**src/rtl/wmf_pkg.sv**
```systemverilog
// wmf_pkg: shared types and constants of the windowed median filter
// depends on nothing; imported by windowed_median_filter, wmf_checker and the testbench
`default_nettype none

package wmf_pkg;

  localparam int MAX_RADIUS  = 7;
  localparam int SAMPLE_BITS = 16;
  localparam int DEPTH       = 2 * MAX_RADIUS + 1;
  localparam int RADIUS_W    = 3;
  localparam int CNT_W       = $clog2(DEPTH + 1);
  localparam int STEP_W      = $clog2(SAMPLE_BITS);
  localparam int POS_W       = $clog2(MAX_RADIUS + 1);

  localparam logic [RADIUS_W-1:0] RADIUS_RESET = RADIUS_W'(3);

  typedef struct packed {
    logic signed [SAMPLE_BITS-1:0] sample;
    logic                          first;
    logic                          last;
  } sample_req_t;

  typedef struct packed {
    logic signed [SAMPLE_BITS-1:0] median_value;
    logic                          series_end;
  } median_res_t;

  typedef enum logic [1:0] {
    ST_IDLE,
    ST_LOAD,
    ST_BITS,
    ST_DONE
  } wmf_state_e;

endpackage

`default_nettype wire

```
**src/rtl/windowed_median_filter.sv**
```systemverilog
// windowed_median_filter: centered median over a series with cut-short edges
// depends on wmf_pkg (types, constants, state enum)
`default_nettype none

//  channel   direction  handshake                     payload
//  in        request    in_valid_i / in_stall_o       in_req_i  (sample_req_t)
//  out       result     out_valid_o / out_stall_i     out_res_o (median_res_t)
//  cfg       write      cfg_we_i                      cfg_wdata_i (radius)
//
//  a request is taken in an idle cycle; each median then loads the window copy,
//  takes one selection step per bit msb first and hands off, so a request with a
//  median keeps the sequencer busy, while one without leaves it idle
//  a last request gives one median per flushed position, up to MAX_RADIUS + 1
//  requests stall until the sequencer is idle; a stalled result holds the hand-off
//  reset clears control state and sets radius to 3; the window is not cleared

module windowed_median_filter (
  input  wire logic                          clk_i,
  input  wire logic                          rst_ni,
  input  wire logic                          in_valid_i,
  output      logic                          in_stall_o,
  input  wire wmf_pkg::sample_req_t          in_req_i,
  output      logic                          out_valid_o,
  input  wire logic                          out_stall_i,
  output      wmf_pkg::median_res_t          out_res_o,
  input  wire logic                          cfg_we_i,
  input  wire logic [wmf_pkg::RADIUS_W-1:0]  cfg_wdata_i
);
  import wmf_pkg::*;

  // control state
  wmf_state_e           state_q, state_d;
  logic [RADIUS_W-1:0]  radius_q;
  logic [CNT_W-1:0]     held_q, held_d;
  logic                 in_series_q, in_series_d;
  logic [CNT_W-1:0]     lim_q, lim_d;       // index of the oldest sample still in the series
  logic [POS_W-1:0]     pos_q, pos_d;       // center offset from newest sample
  logic                 flush_q, flush_d;
  logic [STEP_W-1:0]    step_q;
  logic                 out_valid_q, out_valid_d;

  // datapath
  logic [SAMPLE_BITS-1:0] win_q  [DEPTH];   // sample shift line, newest at 0
  logic [SAMPLE_BITS-1:0] work_q [DEPTH];   // copy that shifts left one bit a cycle while selecting
  logic [DEPTH-1:0]       cand_q;           // entries still matching the prefix
  logic [CNT_W-1:0]       rank_q;           // rank left to find among candidates
  logic [SAMPLE_BITS-1:0] res_q;
  median_res_t            out_res_q;

  logic                   accept;
  logic                   out_free;
  logic [RADIUS_W-1:0]    r_eff;
  logic [POS_W-1:0]       r_pos;
  logic [CNT_W-1:0]       held_base, held_new, lim_new;
  logic                   start_one;
  logic [CNT_W-1:0]       span_sum, hi_idx, rank_init;
  logic [DEPTH-1:0]       win_mask;
  logic [DEPTH-1:0]       key_bits, zero_cand;
  logic [CNT_W-1:0]       zero_cnt;
  logic                   is_msb, pick_one;
  logic                   last_step;

  // radius clamp to the store size
  assign r_eff = (radius_q > RADIUS_W'(MAX_RADIUS)) ? RADIUS_W'(MAX_RADIUS) : radius_q;
  assign r_pos = POS_W'(r_eff);

  assign accept   = in_valid_i && !in_stall_o;
  assign out_free = !out_valid_q || !out_stall_i;

  // series bookkeeping on a new request
  assign held_base = (in_req_i.first || !in_series_q) ? '0 : held_q;
  assign held_new  = (held_base == CNT_W'(DEPTH)) ? held_base : held_base + 1'b1;
  assign lim_new   = held_new - 1'b1;
  assign start_one = (CNT_W'(r_eff) <= lim_new);

  // window of the current center: entries 0 .. min(pos + r, lim)
  // (center never exceeds radius, so the low end is always the newest sample)
  assign span_sum  = CNT_W'(pos_q) + CNT_W'(r_eff);
  assign hi_idx    = (span_sum > lim_q) ? lim_q : span_sum;
  assign rank_init = CNT_W'((hi_idx + 1'b1) >> 1);   // upper median

  always_comb begin
    for (int a = 0; a < DEPTH; a++) begin
      win_mask[a] = (CNT_W'(a) <= hi_idx);
    end
  end

  // one selection step: the sign bit is inverted so negatives sort low
  assign is_msb    = (step_q == '0);
  assign last_step = (step_q == STEP_W'(SAMPLE_BITS - 1));

  always_comb begin
    for (int a = 0; a < DEPTH; a++) begin
      key_bits[a] = work_q[a][SAMPLE_BITS-1] ^ is_msb;
    end
  end

  assign zero_cand = cand_q & ~key_bits;

  always_comb begin
    zero_cnt = '0;
    for (int a = 0; a < DEPTH; a++) begin
      zero_cnt = zero_cnt + CNT_W'(zero_cand[a]);
    end
  end

  // target lies among the ones once the zeros cannot cover its rank
  assign pick_one = (rank_q >= zero_cnt);

  // next state
  always_comb begin
    state_d = state_q;
    case (state_q)
      ST_IDLE: begin
        if (accept && (in_req_i.last || start_one)) begin
          state_d = ST_LOAD;
        end
      end
      ST_LOAD: state_d = ST_BITS;
      ST_BITS: begin
        if (last_step) begin
          state_d = ST_DONE;
        end
      end
      ST_DONE: begin
        if (out_free) begin
          state_d = (flush_q && (pos_q != '0)) ? ST_LOAD : ST_IDLE;
        end
      end
      default: state_d = ST_IDLE;
    endcase
  end

  // control outputs and bookkeeping
  always_comb begin
    held_d      = held_q;
    in_series_d = in_series_q;
    lim_d       = lim_q;
    pos_d       = pos_q;
    flush_d     = flush_q;
    out_valid_d = out_valid_q && out_stall_i;
    in_stall_o  = 1'b1;
    case (state_q)
      ST_IDLE: begin
        in_stall_o = 1'b0;
        if (accept) begin
          lim_d   = lim_new;
          flush_d = in_req_i.last;
          if (in_req_i.last) begin
            // flush starts at the nearer of radius and series start
            pos_d       = (CNT_W'(r_eff) < lim_new) ? r_pos : POS_W'(lim_new);
            held_d      = '0;
            in_series_d = 1'b0;
          end else begin
            pos_d       = r_pos;
            held_d      = held_new;
            in_series_d = 1'b1;
          end
        end
      end
      ST_DONE: begin
        if (out_free) begin
          out_valid_d = 1'b1;
          if (flush_q && (pos_q != '0)) begin
            pos_d = pos_q - 1'b1;
          end
        end
      end
      default: ;
    endcase
  end

  always_ff @(posedge clk_i or negedge rst_ni) begin
    if (!rst_ni) begin
      state_q     <= ST_IDLE;
      radius_q    <= RADIUS_RESET;
      held_q      <= '0;
      in_series_q <= 1'b0;
      lim_q       <= '0;
      pos_q       <= '0;
      flush_q     <= 1'b0;
      step_q      <= '0;
      out_valid_q <= 1'b0;
    end else begin
      state_q     <= state_d;
      held_q      <= held_d;
      in_series_q <= in_series_d;
      lim_q       <= lim_d;
      pos_q       <= pos_d;
      flush_q     <= flush_d;
      out_valid_q <= out_valid_d;
      if (cfg_we_i) begin
        radius_q <= cfg_wdata_i;
      end
      if (state_q == ST_BITS) begin
        step_q <= step_q + 1'b1;
      end else begin
        step_q <= '0;
      end
    end
  end

  // payload registers, no reset
  always_ff @(posedge clk_i) begin
    if (accept) begin
      win_q[0] <= in_req_i.sample;
      for (int a = 1; a < DEPTH; a++) begin
        win_q[a] <= win_q[a-1];
      end
    end
    case (state_q)
      ST_LOAD: begin
        for (int a = 0; a < DEPTH; a++) begin
          work_q[a] <= win_q[a];
        end
        cand_q <= win_mask;
        rank_q <= rank_init;
      end
      ST_BITS: begin
        for (int a = 0; a < DEPTH; a++) begin
          work_q[a] <= {work_q[a][SAMPLE_BITS-2:0], 1'b0};
        end
        if (pick_one) begin
          cand_q <= cand_q & key_bits;
          rank_q <= rank_q - zero_cnt;
        end else begin
          cand_q <= zero_cand;
        end
        res_q <= {res_q[SAMPLE_BITS-2:0], pick_one ^ is_msb};
      end
      ST_DONE: begin
        if (out_free) begin
          out_res_q.median_value <= res_q;
          out_res_q.series_end   <= flush_q && (pos_q == '0);
        end
      end
      default: ;
    endcase
  end

  assign out_valid_o = out_valid_q;
  assign out_res_o   = out_res_q;

endmodule

`default_nettype wire

```
**config.mk**
```make
export PLATFORM = sky130hd
export DESIGN_NAME = windowed_median_filter
export DESIGN_NICKNAME = d
export VERILOG_FILES = /design/src/rtl/wmf_pkg.sv /design/src/rtl/windowed_median_filter.sv
export SDC_FILE = /design/constraint.sdc
export NUM_CORES = 1
export LEC_CHECK = 0
export ABC_AREA = 1
export ABC_CLOCK_PERIOD_IN_PS = 10000
export CAP_MARGIN = 20
export CORE_ASPECT_RATIO = 0.6
export CORE_UTILIZATION = 35
export DETAILED_ROUTE_END_ITERATION = 7
export DONT_BUFFER_PORTS = 1
export HOLD_SLACK_MARGIN = 0.06
export PLACE_DENSITY = 0.54
export SYNTH_ARGS = -nofsm -noshare
export SYNTH_HDL_FRONTEND = slang
export SYNTH_SLANG_ARGS = --single-unit
```
**constraint.sdc**
```tcl
create_clock -name clk_i -period 10 [get_ports clk_i]
set_input_delay 1 -clock clk_i [delete_from_list [all_inputs] [get_ports clk_i]]
set_output_delay 1 -clock clk_i [all_outputs]
set_load 0.02 [all_outputs]
```
==> flow_summary.yaml <==
clocking:
  cts.sinks: 555
  cts_hold_buf: 0
  post_cts_buffers: 0
  numCtsBuffers: 51
  cts_tree: "built"
  clockBufferDepth: 3
  clk_pin_slew_ns: 0.07
  cts_resized: 0
  htreeDepth: 2
  clock_latency_ns: 0.59
  root_buffer: "clkbuf_16"
final_layout:
  drive_above_1_share_pct: 6.28
  layout_common_cells: "618 x nand2_1, 523 x edfxtp_1, 167 x nand3_1"
  layout.nets: 1760
  fin_cells: 2563
  fillCellCount: 5788
  diodes: 0
  area_growth_pct: 11.1
  mostFrequentLayoutCell: "nand2_1"
  final_area_um2: 24300
yosys:
  synth_area_leaders: "edfxtp_1 72%, nand2_1 11%, nand3_1 3.8%"
  synth_warnings: 0
  synthArstFlopShare_pct: 4.14
  ys_seq_area_share_pct: 75.3
  synth_top_area_cell: "edfxtp_1"
  ys_seq_elements: 555
  yosys.area.top_type_share_pct: 71.9
  synth.distinct_cells: 36
  synth-edff-count: 523
  syn-instance-count: 1707
  ys_dominant_reg_cell: "edfxtp_1"
  syn_nets: 1772
  syn-cell-area_um2: 21900
  avgSynthCellArea_um2: 12.8
critical_path:
  worstReg2RegEnd: "cand_q[14]"
  cp-startpoint: "step_q[0]"
  crit_path_end: "cand_q[14]"
  crit_path_top_delay_cell: "o211ai_4"
  worst-path-buf-inv: 7
  cp-start-kind: "flop"
  worstPathCellList: "inv_1, ha_1, nand2_4, xor2_1, inv_1, nand2_1, inv_1, fa_1, inv_1, fa_1, fa_1, inv_1, fa_1, fa_1, inv_1, fa_1, ha_1, nand2_1, o211ai_4, inv_4, o211ai_1, o22ai_1"
  reg2reg_depth: 22
  reg2reg_slack_ns: 3.67
  r2r_start: "step_q[0]"
  critical_path_class: "reg2reg"
  critPathRequiredTime_ns: 10.33
  cp_slowest_stage_delay_ns: 0.59
  arrival_ns: 6.66
  cp_max_fo: 16
  cpLargestDelayFamily: "adder cells"
  cp.depth: 22
  crit_path_end_kind: "flop"
timing:
  layout_min_cycle_time_ns: 6.33
  slew_headroom_pct: 29.2
  setup_tns_ns: 0
  period_share_pct: 63.3
  skew_ns: 0.0160
  slew_violations: 0
  rsz0062_at_grt: "false"
  worst_slack_ns: 3.67
  setup_viol_count_final: 0
  worst_slew_pin_slew_ns: 1.06
  finalHoldViolations: 0
  max_freq_mhz: 158
placed_design:
  dp_hpwl_mm: 21.7
  placement.cell_area_um2: 22700
  gp_congestion: 0.760
  placed_cells: 2470
  port_buffers: 0
  place_ws_ns: 3.62
grt:
  grt_overflow: 0
  grt_usage_pct: 12.5
  grt_start_max_net_pins: 152
  grt_pass1_wl_mm: 64.3
  antenna_found_initial: 0
  grt_pass1_vias: 12136
detailed_routing:
  num_vias: 12000
  wl_per_cell_um: 15.5
  drt-initial-drc-count: 1041
  drc: 0
  drt_first_pass_iters: 5
  ant_nets: 0
  wl_mm: 39.8
  viasPerCell: 4.68
outcome:
  status: "finished clean"
die:
  die_x_um: 325
  die_area_um2: 63500
  pin_count: 45
  core.rowCount: 70
  initial_core_util_pct: 35.6
  dieHeight_um: 196
  core_area_um2: 61300
min_path:
  hold_path.class: "in2async"
flow_run:
  drv_cap: 0
==> how the worst min path moves through the flow <==
stage	endpoint	slack (ns)
floorplan	out_res_o[16]	0.40
global placement	out_res_o[16]	0.41
detailed placement	out_res_o[16]	0.42
CTS	in_series_q	0.06
global route	in_series_q	0.06
finish	held_q[2]	0.10
==> layer usage <==
metal / vias up / global-route usage (%) / routed length (um)
met2: 202 / 18.7 / 17200
met1: 5919 / 18.5 / 20400
met5: - / 0 / 0
met4: 0 / 3.00 / 620
met3: 53 / 2.65 / 1550
li1: 5826 / - / -
==> stage by stage <==
stage | hold slack (ns) | utilization, %
after floorplan | 0.400 | -
after global placement | 0.406 | 37.0
after detailed placement | 0.418 | 37.0
after CTS | 0.0644 | 39.6
after global routing | 0.0607 | 39.6
final | 0.101 | 39.6
==> final cells by class <==
type,instances,area [um^2],share of cell area (%)
Sequential cell,555,16500,67.8
Multi-Input combinational cell,991,4760,19.6
Clock buffer,72,1390,5.71
Tap cell,828,1040,4.27
Inverter,84,330,1.36
Clock inverter,21,195,0.804
Timing Repair Buffer,12,103,0.423
==> state kept, by name, indices dropped and copies added, names as in the netlist <==
| register | flops |
|---|---|
| cand_q | 15 |
| flush_q | 1 |
| held_q | 4 |
| in_series_q | 1 |
| lim_q | 4 |
| out_res_o | 17 |
| out_valid_o | 1 |
| pos_q | 3 |
| radius_q | 3 |
| rank_q | 4 |
| res_q | 16 |
| state_q | 2 |
| step_q | 4 |
| win_q | 240 |
| work_q | 240 |
==> Yosys cell counts (2+ instances only) <==
cell type	number
nand2_1	618
edfxtp_1	523
nand3_1	167
inv_1	82
nor2_1	52
clkbuf_1	40
o21ai_0	36
buf_2	30
ha_1	27
a21oi_1	25
dfrtp_1	21
xnor2_1	14
fa_1	12
dfxtp_1	9
xnor2_2	6
xor2_1	6
o21ai_1	5
buf_1	4
nand2_2	3
nand4_1	3
o211ai_1	3
o22ai_1	3
a211oi_1	2
dfstp_2	2
mux2_2	2
or2_2	2
==> cell families (layout without fill, tap and decap cells) <==
logic type	count (synthesis)	after routing	synth area share, %
buffers and inverters	161	189	3.07
muxes	2	2	0.103
AOI/OAI and AO/OA	76	76	1.90
adders and majority gates	39	39	2.65
xor gates and xnor gates	26	26	1.25
DFF	555	555	75.3
and+or+nand+nor	848	848	15.7
Power is not shown: default switching activity piles up to over one toggle a cycle in this logic, so the estimate is an artifact.
